## src/design/dltq_pkg.sv

```systemverilog
`timescale 1ns / 1ps
`default_nettype none
package dltq_pkg;
   localparam int NUM_TIMERS_DEF = 16;
   localparam int TIME_W = 31;
   localparam int ID_W = 4;
   localparam int CMD_W = 2;
   localparam int KIND_W = 2;
   localparam logic RELOAD_ENABLE = 1'b1;

   typedef enum logic [CMD_W-1:0] {
      CMD_ADD = 2'd0, CMD_REMOVE = 2'd1, CMD_TICK = 2'd2, CMD_NONE = 2'd3
   } cmd_type;

   typedef enum logic [KIND_W-1:0] {
      KIND_DONE = 2'd0, KIND_EXPIRED = 2'd1, KIND_REJECT = 2'd2, KIND_SPARE = 2'd3
   } kind_type;

   typedef struct packed {
      cmd_type           command;
      logic [ID_W-1:0]   timer_id;
      logic [TIME_W-1:0] delay_ms;
      logic              periodic;
      logic [TIME_W-1:0] elapsed_ms;
   } req_type;

   typedef struct packed {
      kind_type        kind;
      logic [ID_W-1:0] timer_id_res;
      logic            last;
   } rsp_type;
endpackage
`default_nettype wire

```

## src/design/dltq_if.sv

```systemverilog
`timescale 1ns / 1ps
`default_nettype none
interface dltq_req_if import dltq_pkg::*; ();
   logic    valid;
   logic    ready;
   req_type payload;
   modport source (output valid, output payload, input ready);
   modport sink (input valid, input payload, output ready);
endinterface

interface dltq_rsp_if import dltq_pkg::*; ();
   logic    valid;
   logic    ready;
   rsp_type payload;
   modport source (output valid, output payload, input ready);
   modport sink (input valid, input payload, output ready);
endinterface
`default_nettype wire

```

## src/design/delta_list_timer_queue_top.sv

```systemverilog
`timescale 1ns / 1ps
`default_nettype none
// channel | dir | handshake           | payload
// req     | in  | req_valid/req_ready | command, timer_id, delay_ms, periodic, elapsed_ms
// rsp     | out | rsp_valid/rsp_ready | kind, timer_id_res, last
// Remove walks to the entry and closes the gap; add removes it first when the id is
// active, then walks and inserts. Tick pops each expired timer from the front, emits
// the expiries in order, and does an insert walk for each periodic reload.
// Synchronous active-high reset empties the list.
// While a result waits the engine pops no request or expiry; the two-entry queue fills.
module delta_list_timer_queue_top import dltq_pkg::*; #(
   parameter int NUM_TIMERS = NUM_TIMERS_DEF
) (
   input wire logic clock,
   input wire logic reset,
   dltq_req_if.sink req,
   dltq_rsp_if.source rsp
);
   req_type q_data;
   logic    q_valid, q_pop;

   dltq_front u_front (
      .clock(clock), .reset(reset), .req(req),
      .q_data(q_data), .q_valid(q_valid), .q_pop(q_pop)
   );

   dltq_back #(.NUM_TIMERS(NUM_TIMERS)) u_back (
      .clock(clock), .reset(reset), .q_data(q_data), .q_valid(q_valid),
      .q_pop(q_pop), .rsp(rsp)
   );
endmodule
`default_nettype wire

```

## src/design/dltq_front.sv

```systemverilog
`timescale 1ns / 1ps
`default_nettype none
// Two-entry request queue between the port and the list engine.
module dltq_front import dltq_pkg::*; (
   input  wire logic clock,
   input  wire logic reset,
   dltq_req_if.sink  req,
   output req_type   q_data,
   output logic      q_valid,
   input  wire logic q_pop
);
   req_type   mem_ff [2];
   logic      wp_ff, rp_ff;
   logic [1:0] cnt_ff;

   assign req.ready = (cnt_ff != 2'd2);
   assign q_valid = (cnt_ff != 2'd0);
   assign q_data = mem_ff[rp_ff];

   always_ff @(posedge clock) begin
      if (req.valid && req.ready) mem_ff[wp_ff] <= req.payload;
      if (reset) begin
         wp_ff <= 1'b0;
         rp_ff <= 1'b0;
         cnt_ff <= 2'd0;
      end else begin
         if (req.valid && req.ready) wp_ff <= ~wp_ff;
         if (q_pop && q_valid) rp_ff <= ~rp_ff;
         cnt_ff <= cnt_ff + 2'(req.valid && req.ready) - 2'(q_pop && q_valid);
      end
   end
endmodule
`default_nettype wire

```

## src/design/dltq_back.sv

```systemverilog
`timescale 1ns / 1ps
`default_nettype none
// List engine: walks the delta list one entry per cycle.
module dltq_back import dltq_pkg::*; #(
   parameter int NUM_TIMERS = NUM_TIMERS_DEF
) (
   input  wire logic clock,
   input  wire logic reset,
   input  var req_type q_data,
   input  wire logic q_valid,
   output logic      q_pop,
   dltq_rsp_if.source rsp
);
   localparam int PW = $clog2(NUM_TIMERS);
   localparam int CW = $clog2(NUM_TIMERS + 1);

   typedef enum logic [3:0] {
      S_IDLE, S_DQ_FIND, S_DQ_SHIFT, S_ENQ_SCAN, S_ENQ_SHIFT,
      S_TICK, S_TICK_POP, S_EMIT, S_RELOAD, S_OUT
   } state_type;

   state_type        state_ff;
   logic [PW-1:0]    order_ff [NUM_TIMERS];
   logic [TIME_W-1:0] delta_ff [NUM_TIMERS];
   logic [TIME_W-1:0] reload_ff [NUM_TIMERS];
   logic [NUM_TIMERS-1:0] per_ff, act_ff;
   logic [CW-1:0]    count_ff;
   logic [CW-1:0]    i_ff;      // walk index
   logic [CW-1:0]    k_ff;      // shift index
   logic [PW-1:0]    id_ff;
   logic [TIME_W-1:0] rem_ff;
   logic [CW-1:0]    pos_ff;
   logic             is_add_ff;
   logic [PW-1:0]    due_ff [NUM_TIMERS];
   logic [CW-1:0]    ndue_ff, di_ff;
   logic             in_tick_ff;
   rsp_type          out_ff;
   logic             ov_ff;

   logic [PW-1:0]    cur;
   logic [TIME_W-1:0] dcur;
   logic [ID_W-1:0]  rid;
   logic             id_ok;
   logic             reject;
   logic             ov_set;

   assign cur = order_ff[i_ff[PW-1:0]];
   assign dcur = delta_ff[cur];
   assign rid = q_data.timer_id;
   assign id_ok = ({{(32-ID_W){1'b0}}, rid} < 32'(NUM_TIMERS));
   assign reject = (q_data.command == CMD_ADD || q_data.command == CMD_REMOVE) &&
                   (!id_ok || (q_data.command == CMD_REMOVE && !act_ff[rid[PW-1:0]]));
   // a new result is loaded at this edge
   assign ov_set = (state_ff == S_IDLE && q_valid && !ov_ff && reject) ||
                   (state_ff == S_EMIT && di_ff < ndue_ff && (!ov_ff || rsp.ready)) ||
                   (state_ff == S_OUT);
   assign q_pop = (state_ff == S_IDLE) && q_valid && !ov_ff;
   assign rsp.valid = ov_ff;
   assign rsp.payload = out_ff;

   always_ff @(posedge clock) begin
      if (reset) begin
         state_ff <= S_IDLE;
         count_ff <= '0;
         per_ff <= '0;
         act_ff <= '0;
         ov_ff <= 1'b0;
      end else begin
         if (ov_set) ov_ff <= 1'b1;
         else if (rsp.ready) ov_ff <= 1'b0;
         unique case (state_ff)
            S_IDLE: begin
               if (q_valid && !ov_ff) begin
                  id_ff <= rid[PW-1:0];
                  rem_ff <= (q_data.command == CMD_TICK) ? q_data.elapsed_ms :
                                                           q_data.delay_ms;
                  is_add_ff <= (q_data.command == CMD_ADD);
                  in_tick_ff <= 1'b0;
                  i_ff <= '0;
                  priority if (q_data.command == CMD_TICK) begin
                     ndue_ff <= '0;
                     state_ff <= S_TICK;
                  end else if (q_data.command == CMD_NONE) begin
                     state_ff <= S_IDLE;
                  end else if (reject) begin
                     out_ff <= '{KIND_REJECT, rid, 1'b1};
                  end else begin
                     if (q_data.command == CMD_ADD) begin
                        reload_ff[rid[PW-1:0]] <= q_data.delay_ms;
                        per_ff[rid[PW-1:0]] <= q_data.periodic & RELOAD_ENABLE;
                     end
                     state_ff <= act_ff[rid[PW-1:0]] ? S_DQ_FIND :
                                 (q_data.command == CMD_ADD) ? S_ENQ_SCAN : S_OUT;
                  end
               end
            end
            S_DQ_FIND: begin
               if (cur == id_ff) begin
                  if (i_ff + 1'b1 < count_ff)
                     delta_ff[order_ff[i_ff[PW-1:0] + 1'b1]] <=
                        delta_ff[order_ff[i_ff[PW-1:0] + 1'b1]] + delta_ff[id_ff];
                  k_ff <= i_ff;
                  state_ff <= S_DQ_SHIFT;
               end else begin
                  i_ff <= i_ff + 1'b1;
               end
            end
            S_DQ_SHIFT: begin
               if (k_ff + 1'b1 < count_ff) begin
                  order_ff[k_ff[PW-1:0]] <= order_ff[k_ff[PW-1:0] + 1'b1];
                  k_ff <= k_ff + 1'b1;
               end else begin
                  count_ff <= count_ff - 1'b1;
                  act_ff[id_ff] <= 1'b0;
                  i_ff <= '0;
                  state_ff <= is_add_ff ? S_ENQ_SCAN : S_OUT;
               end
            end
            S_ENQ_SCAN: begin
               k_ff <= count_ff;
               if (i_ff >= count_ff) begin
                  delta_ff[id_ff] <= rem_ff;
                  pos_ff <= count_ff;
                  state_ff <= S_ENQ_SHIFT;
               end else if (rem_ff > dcur) begin
                  rem_ff <= rem_ff - dcur;
                  i_ff <= i_ff + 1'b1;
               end else if (rem_ff == dcur) begin
                  delta_ff[id_ff] <= '0;
                  pos_ff <= i_ff + 1'b1;
                  state_ff <= S_ENQ_SHIFT;
               end else begin
                  delta_ff[cur] <= dcur - rem_ff;
                  delta_ff[id_ff] <= rem_ff;
                  pos_ff <= i_ff;
                  state_ff <= S_ENQ_SHIFT;
               end
            end
            S_ENQ_SHIFT: begin
               if (k_ff > pos_ff) begin
                  order_ff[k_ff[PW-1:0]] <= order_ff[k_ff[PW-1:0] - 1'b1];
                  k_ff <= k_ff - 1'b1;
               end else begin
                  order_ff[pos_ff[PW-1:0]] <= id_ff;
                  count_ff <= count_ff + 1'b1;
                  act_ff[id_ff] <= 1'b1;
                  state_ff <= in_tick_ff ? S_EMIT : S_OUT;
               end
            end
            S_TICK: begin
               i_ff <= '0;
               if (count_ff == '0) begin
                  di_ff <= '0;
                  state_ff <= S_EMIT;
               end else if (dcur > rem_ff) begin
                  delta_ff[cur] <= dcur - rem_ff;
                  di_ff <= '0;
                  state_ff <= S_EMIT;
               end else begin
                  rem_ff <= rem_ff - dcur;
                  delta_ff[cur] <= '0;
                  act_ff[cur] <= 1'b0;
                  due_ff[ndue_ff[PW-1:0]] <= cur;
                  ndue_ff <= ndue_ff + 1'b1;
                  k_ff <= '0;
                  state_ff <= S_TICK_POP;
               end
            end
            S_TICK_POP: begin
               if (k_ff + 1'b1 < count_ff) begin
                  order_ff[k_ff[PW-1:0]] <= order_ff[k_ff[PW-1:0] + 1'b1];
                  k_ff <= k_ff + 1'b1;
               end else begin
                  count_ff <= count_ff - 1'b1;
                  state_ff <= S_TICK;
               end
            end
            S_EMIT: begin
               // one expiry out, then optional reinsert
               if (di_ff >= ndue_ff) begin
                  state_ff <= S_IDLE;
               end else if (!ov_ff || rsp.ready) begin
                  out_ff <= '{KIND_EXPIRED, ID_W'(due_ff[di_ff[PW-1:0]]),
                              (di_ff + 1'b1 == ndue_ff)};
                  di_ff <= di_ff + 1'b1;
                  id_ff <= due_ff[di_ff[PW-1:0]];
                  rem_ff <= reload_ff[due_ff[di_ff[PW-1:0]]];
                  state_ff <= per_ff[due_ff[di_ff[PW-1:0]]] ? S_RELOAD : S_EMIT;
               end
            end
            S_RELOAD: begin
               in_tick_ff <= 1'b1;
               i_ff <= '0;
               state_ff <= S_ENQ_SCAN;
            end
            S_OUT: begin
               out_ff <= '{KIND_DONE, ID_W'(id_ff), 1'b1};
               state_ff <= S_IDLE;
            end
            default: state_ff <= S_IDLE;
         endcase
      end
   end
endmodule
`default_nettype wire
```

## src/flat_wrapper.sv

```systemverilog
// flat-port wrapper written by rule: the top's interface ports become plain ports
module delta_list_timer_queue_top_flat import dltq_pkg::*;
#(
   parameter int NUM_TIMERS = NUM_TIMERS_DEF
)
  (clock, reset, req_valid, req_payload, req_ready, rsp_valid, rsp_payload, rsp_ready);
  dltq_req_if req_i ();
  dltq_rsp_if rsp_i ();
  input wire logic clock;
  input wire logic reset;
  input wire logic [$bits(req_i.valid)-1:0] req_valid;
  input wire logic [$bits(req_i.payload)-1:0] req_payload;
  output wire logic [$bits(req_i.ready)-1:0] req_ready;
  output wire logic [$bits(rsp_i.valid)-1:0] rsp_valid;
  output wire logic [$bits(rsp_i.payload)-1:0] rsp_payload;
  input wire logic [$bits(rsp_i.ready)-1:0] rsp_ready;
  assign req_i.valid = req_valid;
  assign req_i.payload = req_payload;
  assign req_ready = req_i.ready;
  assign rsp_valid = rsp_i.valid;
  assign rsp_payload = rsp_i.payload;
  assign rsp_i.ready = rsp_ready;
  delta_list_timer_queue_top #(.NUM_TIMERS(NUM_TIMERS)) u_core (.clock(clock), .reset(reset), .req(req_i), .rsp(rsp_i));
endmodule
```

## config.mk

```make
export PLATFORM = sky130hd
export DESIGN_NAME = delta_list_timer_queue_top_flat
export DESIGN_NICKNAME = d
export VERILOG_FILES = /design/src/design/dltq_pkg.sv /design/src/design/dltq_if.sv /design/src/design/delta_list_timer_queue_top.sv /design/src/design/dltq_front.sv /design/src/design/dltq_back.sv /design/src/flat_wrapper.sv
export SDC_FILE = /design/constraint.sdc
export NUM_CORES = 2
export LEC_CHECK = 0
export ABC_AREA = 0
export BUFFER_PORTS_ARGS = -buffer_cell sky130_fd_sc_hd__buf_2
export CAP_MARGIN = 15
export CELL_PAD_IN_SITES_DETAIL_PLACEMENT = 0
export CELL_PAD_IN_SITES_GLOBAL_PLACEMENT = 1
export CORE_MARGIN = 1
export CORE_UTILIZATION = 51
export DETAILED_ROUTE_END_ITERATION = 7
export MAX_ROUTING_LAYER = met4
export PLACE_DENSITY = 0.8
export SYNTH_ARGS = -nofsm -noshare
export SYNTH_HDL_FRONTEND = slang
export SYNTH_SLANG_ARGS = --single-unit
```

## constraint.sdc

```tcl
create_clock -name clock -period 12.5 [get_ports clock]
set_clock_uncertainty 0.2 [all_clocks]
set_input_delay 3.75 -clock clock [delete_from_list [all_inputs] [get_ports clock]]
set_output_delay 3.75 -clock clock [all_outputs]
set_load 0.005 [all_outputs]
```

### Word-level counts from Yosys, hierarchy flattened

Memories as Yosys holds them, arrays and structs flattened. A register that Yosys moved wholly into a read port is not among the register bits.
Cells that the tools add are included.

| operators by class | value |
|---|---|
| $add $sub $neg | 15 |
| order comparisons | 15 |
| equality and inequality tests | 41 |
| muxes and demuxes | 161 |
| bitwise logic cells | 20 |
| reductions and logical operators | 52 |

Operator list:

| operator | number |
|---|---|
| 2-to-1 mux 31 bit | 13 |
| one-hot mux 31 bit (4 select lines) | 1 |
| 2-to-1 mux 5 bit | 23 |
| 2-to-1 mux 4 bit | 28 |
| 2-to-1 mux 1 bit | 70 |
| 2-to-1 mux 16 bit | 4 |
| greater-than comparator 31 bit | 2 |
| subtractor 31 bit | 2 |
| one-hot mux 5 bit (5 select lines) | 2 |
| one-hot mux 16 bit (3 select lines) | 1 |
| 2-to-1 mux 7 bit | 6 |
| one-hot mux 4 bit (9 select lines) | 1 |
| inequality test 2 bit (second input constant) | 17 |
| AND 16 bit | 2 |
| inverter 16 bit | 2 |
| adder 31 bit | 1 |
| equality test 31 bit | 1 |
| OR reduction 31 bit | 1 |
| one-hot mux 5 bit (2 select lines) | 3 |
| adder 5 x 1 -> 5 bit (second input constant) | 5 |
| one-hot mux 7 bit (3 select lines) | 1 |
| less-than comparator 4 x 5 -> 1 bit (second input constant) | 4 |
| bitwise mux 16 bit | 1 |
| equality test 4 x 3 -> 1 bit (second input constant) | 4 |
| other kinds (46) | 109 |

| word-level totals | value |
|---|---|
| bits in registers | 115 |
| bits in writable memories | 1258 |
| input bits | 73 |
| output and inout bits | 9 |
| memories | 5 |

Memories:

| name | words | width | read ports | clocked after Yosys merged registers in | wr ports | line | source |
|---|---|---|---|---|---|---|---|
| u_core.u_back.delta_ff | 16 | 31 | 3 | 1 | 2 | dltq_back.sv:24 | `logic [TIME_W-1:0] delta_ff [NUM_TIMERS];` |
| u_core.u_back.reload_ff | 16 | 31 | 1 | 0 | 1 | dltq_back.sv:25 | `logic [TIME_W-1:0] reload_ff [NUM_TIMERS];` |
| u_core.u_front.mem_ff | 2 | 69 | 1 | 1 | 1 | dltq_front.sv:12 | `req_type mem_ff [2];` |
| u_core.u_back.due_ff | 16 | 4 | 1 | 1 | 1 | dltq_back.sv:34 | `logic [PW-1:0] due_ff [NUM_TIMERS];` |
| u_core.u_back.order_ff | 16 | 4 | 4 | 1 | 1 | dltq_back.sv:23 | `logic [PW-1:0] order_ff [NUM_TIMERS];` |

### Logic depth before layout (Yosys ltp)

An unclocked memory read counts as a cell.

| logic depth | value |
|---|---|
| depth after elaboration | 13 |
| mapped depth | 29 |
| mapped depth without buffers | 23 |

### Cells and area by module

From an unflattened synthesis, not the netlist that was laid out.

| second synthesis, totals | value |
|---|---|
| cells, all modules | 5857 |
| area total of the unflattened synthesis | 76141.8 µm² |

By module, submodules not included:

| module | times used | cells an instance | area each (µm²) | sequential area each (µm²) |
|---|---|---|---|---|
| dltq_back | 1 | 5618 | 70893.0 | 36785.3 |
| dltq_front | 1 | 239 | 5248.8 | 4244.1 |

### Worst setup path after synthesis

No wires, ideal clock.

| path | value |
|---|---|
| kind | reg-to-reg |
| start point | register (tool-made name) |
| end point | memory u_core.u_back.delta_ff[5][0], enable pin |
| library setup time | 462 ps |
| arrival | 7702 ps |
| setup slack | 4136 ps |
| cell stages (with the launch flop) | 25 |
| buffers on the path | 7 |
| path through | dfxtp_1 buf_4 buf_4 mux4_2 mux2_2 nand2_1 o21ai_1 clkbuf_1 clkbuf_1 buf_1 mux4_2 nand2_1 a21oi_1 or2_2 ha_1 clkbuf_1 nand2_1 or4_1 nor4_4 or2_2 o21ai_1 inv_1 buf_2 a32oi_1 o21ai_0 |

RTL lines:

| item | line |
|---|---|
| to (decl) | dltq_back.sv:24 |

==> impl_metrics.csv <==
group,metric,value,unit
critical_path,critPathMaxStageDelay,930,ps
cells_and_area,finish.net_count,5689,
floorplan,die_h,386,um
sta,timing.slew.headroom,17.6,%
cts,root_buffer,"clkbuf_16",
hold_path,worstHoldPathType,"reg -> reg",
cts,clkTransAtPathRegs,70,ps
yosys,netlist_area,75200,um2
cells_and_area,multi_input_area,32300,um2
route,drtIter0Drc,7853,
critical_path,critPathRequiredTime,12820,ps
yosys,yosysTopAreaCell,"edfxtp_1",
sta,setup-tns-final,0,ps
run,maxCapViolCount,0,
yosys,synth_nets,5797,
yosys,synth-xor-area-share,1.41,%
cts,clock_sink_count,1386,
route,routed_via_density,6.87,
yosys,avgSynthCellArea,13.4,um2
critical_path,cp_data_arrival_time,9950,ps
critical_path,crit_fanout,36,
global_route,grt_pass1_vias,49400,
critical_path,cpLargestDelayFamily,"compound AO/OA/AOI/OAI gates",
yosys,synthSimpleGateAreaFrac,7.56,%
floorplan,coreArea,146000,um2
route,wl_per_cell,31.4,um
place,io_buffer_count,81,
route,post-route-drc-count,0,
yosys,synth_edf_count,1327,
yosys,synth_top_area_share,53.0,%
place,hpwl,151000,um
yosys,synth_top_family_by_area,"multiplexers",
route,vias,51700,
cts,post_cts_buffers,0,
cells_and_area,area_growth,9.76,%
place,routabilityCongestion,0.963,
yosys,synth_compound_area_share,9.52,%
yosys,synth_mux_area_share,21.4,%
status,status,"complete, no violations",
critical_path,path_class,"reg -> reg",
sta,finalHoldViolations,0,
cells_and_area,regArea,41000,um2
cells_and_area,drive_gt1_share,22.5,%
global_route,grt_usage,32.8,%
critical_path,cp-end-kind,"flip-flop",
sta,setup_viol,0,
cts,tritoncts,"built",
yosys,ys_ff_latch,1386,
sta,fin_crit_sh,77.0,%
route,final_antenna_net_count,0,
critical_path,cp-start-kind,"flip-flop",
yosys,synth-main-ff-cell,"edfxtp_1",
cts,clk_path_buf_depth,3,
route,drt_pass1_iterations,6,
sta,rsz0062_at_grt,"no",
global_route,grt_pass1_wl,342000,um
sta,tightest_slew,1230,ps
cts,clkLatencyLatePin,810,ps
cts,cts_inserted_buffers,147,
yosys,yosysSeqAreaShare,54.6,%
sta,fmax,104,MHz
yosys,synth.distinct_cells,82,
route,routed_wl,236000,um
sta,final_max_slew_viol_count,0,
yosys,synth_common_cells,"1327 x edfxtp_1, 715 x a21oi_1, 644 x mux4_2",
yosys,synth.most_common_cell,"edfxtp_1",
critical_path,cp_slowest_cell,"a21oi_1",
cts,htreeDepth,4,
critical_path,crit_buf_inv,5,
floorplan,ios,82,
cells_and_area,nFillCells,11500,
critical_path,crit_chain,"mux4_2 -> mux2_2 -> o21ai_4 -> buf_4 -> clkinv_2 -> nand2_1 -> a21oi_1 -> or2_2 -> ha_1 -> o21a_1 -> o31a_1 -> a2111oi_2 -> o31ai_2 -> a31oi_2 -> o221ai_2 -> a21oi_2 -> o21ai_4 -> buf_4 -> inv_1 -> a21oi_1 -> o21ai_4 -> buf_4",
cts,hold_buffers,0,
sta,finalCriticalPeriod,9630,ps
global_route,antenna_found_initial,0,
yosys,synth.area.top_cells,"edfxtp_1 53%, mux4_2 19%, a21oi_1 4.8%, nor2_1 3.0%, ha_1 2.1%",
floorplan,num_rows,140,
floorplan,die-area,149000,um2
cts,ctsResizeCount,0,
floorplan,start_util,51.5,%
global_route,grt_start_max_net_pins,91,
global_route,overflow,0,
yosys,yosysWarnings,0,
yosys,synthAdderAreaFrac,2.25,%
yosys,syn_inst,5591,
floorplan,die_x,386,um
yosys,async_flop_share,0,%
-- metal layers --
metal / global-route usage [%] / up-vias / routed length [um]
met4: 12.4 / 0 / 9390
li1: - / 21500 / -
met1: 43.9 / 25900 / 90100
met3: 8.76 / 579 / 29400
met2: 47.9 / 3713 / 107000
met5: - / - / 0
-- worst paths after layout --
path | startpoint | end | slack (ps) | cells after the start
setup / recovery | flip-flop | u_core.u_back.delta_ff[14][8]$_DFFE_PP_ | 2870 | 22
hold / removal | u_core.u_back.per_ff[14]$_SDFFE_PP0P_ | u_core.u_back.per_ff[14]$_SDFFE_PP0P_ | 280 | 2
setup reg to reg | flip-flop | u_core.u_back.delta_ff[14][8]$_DFFE_PP_ | 2870 | 22
hold reg to reg | u_core.u_back.per_ff[14]$_SDFFE_PP0P_ | u_core.u_back.per_ff[14]$_SDFFE_PP0P_ | 280 | 2
-- tightest hold or removal path, cell delays in order, from the launching register on --
cell and delay (ps):
dfxtp_1 310, o21ai_0 60, a21oi_1 60
-- state kept, by name, summed over array words and instances (netlist names), 2 cells and up, named ones only --
name,cells
u_core.u_back.rsp.payload,7
u_core.u_front.mem_ff,138
u_core.u_back.delta_ff,496
u_core.u_back.rem_ff,31
u_core.u_back.order_ff,64
u_core.u_front.cnt_ff,2
u_core.u_back.i_ff,5
u_core.u_back.count_ff,5
u_core.u_back.due_ff,64
u_core.u_back.k_ff,5
u_core.u_back.per_ff,16
u_core.u_back.ndue_ff,5
u_core.u_back.act_ff,16
u_core.u_back.state_ff,4
u_core.u_back.pos_ff,5
u_core.u_back.reload_ff,496
u_core.u_back.di_ff,5
u_core.u_back.id_ff,4
-- cells by family after synthesis --
kind of cell	Yosys count
AO/OA/AOI/OAI	1237
buffers and inverters	594
AND/OR/NAND/NOR	1327
XOR/XNOR	118
flip-flops	1386
adder cells (fa/ha/maj)	133
multiplexers	796
-- cell type report --
type	count	area share, %
Antenna cell	2	0.00607
Clock buffer	181	4.74
Clock inverter	84	1.10
Inverter	124	0.566
Multi-Input combinational cell	3611	39.1
Sequential cell	1386	49.8
Tap cell	1917	2.91
Timing Repair Buffer	213	1.83
-- metrics by stage --
step                      instance area [um2]  utilization [%]  worst slack (ps)  hold slack [ps]  instances
after detailed placement                77700             53.2              3090              266       7250
after CTS                               82500             56.5              3060              275       7515
after global routing                    82500             56.5              2620              290       7516
final                                   82500             56.5              2870              276       7518
after floorplan                         75200                -              4140              246       5591
after global placement                  77600             53.2              3270              256       7249
-- layout by cell type (no fill, tap or decap), types with 25 or more instances in the layout --
master     count
edfxtp_1    1327
a21oi_1      714
mux4_2       641
nor2_1       584
nand2_1      413
o21ai_0      156
clkbuf_16    151
ha_1         129
buf_4        122
inv_1        120
mux2i_1       85
buf_2         82
xnor2_1       69
mux2_2        64
a211oi_1      59
a31oi_1       56
dfxtp_1       54
a21o_1        50
nand3_1       47
xor2_1        45
and2_1        42
or2_2         36
nor3_1        33
nand2b_1      29
nor2b_1       29
o22ai_1       29
clkinv_1      28
clkbuf_1      28
o221ai_1      25
Power is left out: the tool's default activity adds up to more than one toggle a clock period on the data nets, which glitch-free logic cannot reach.
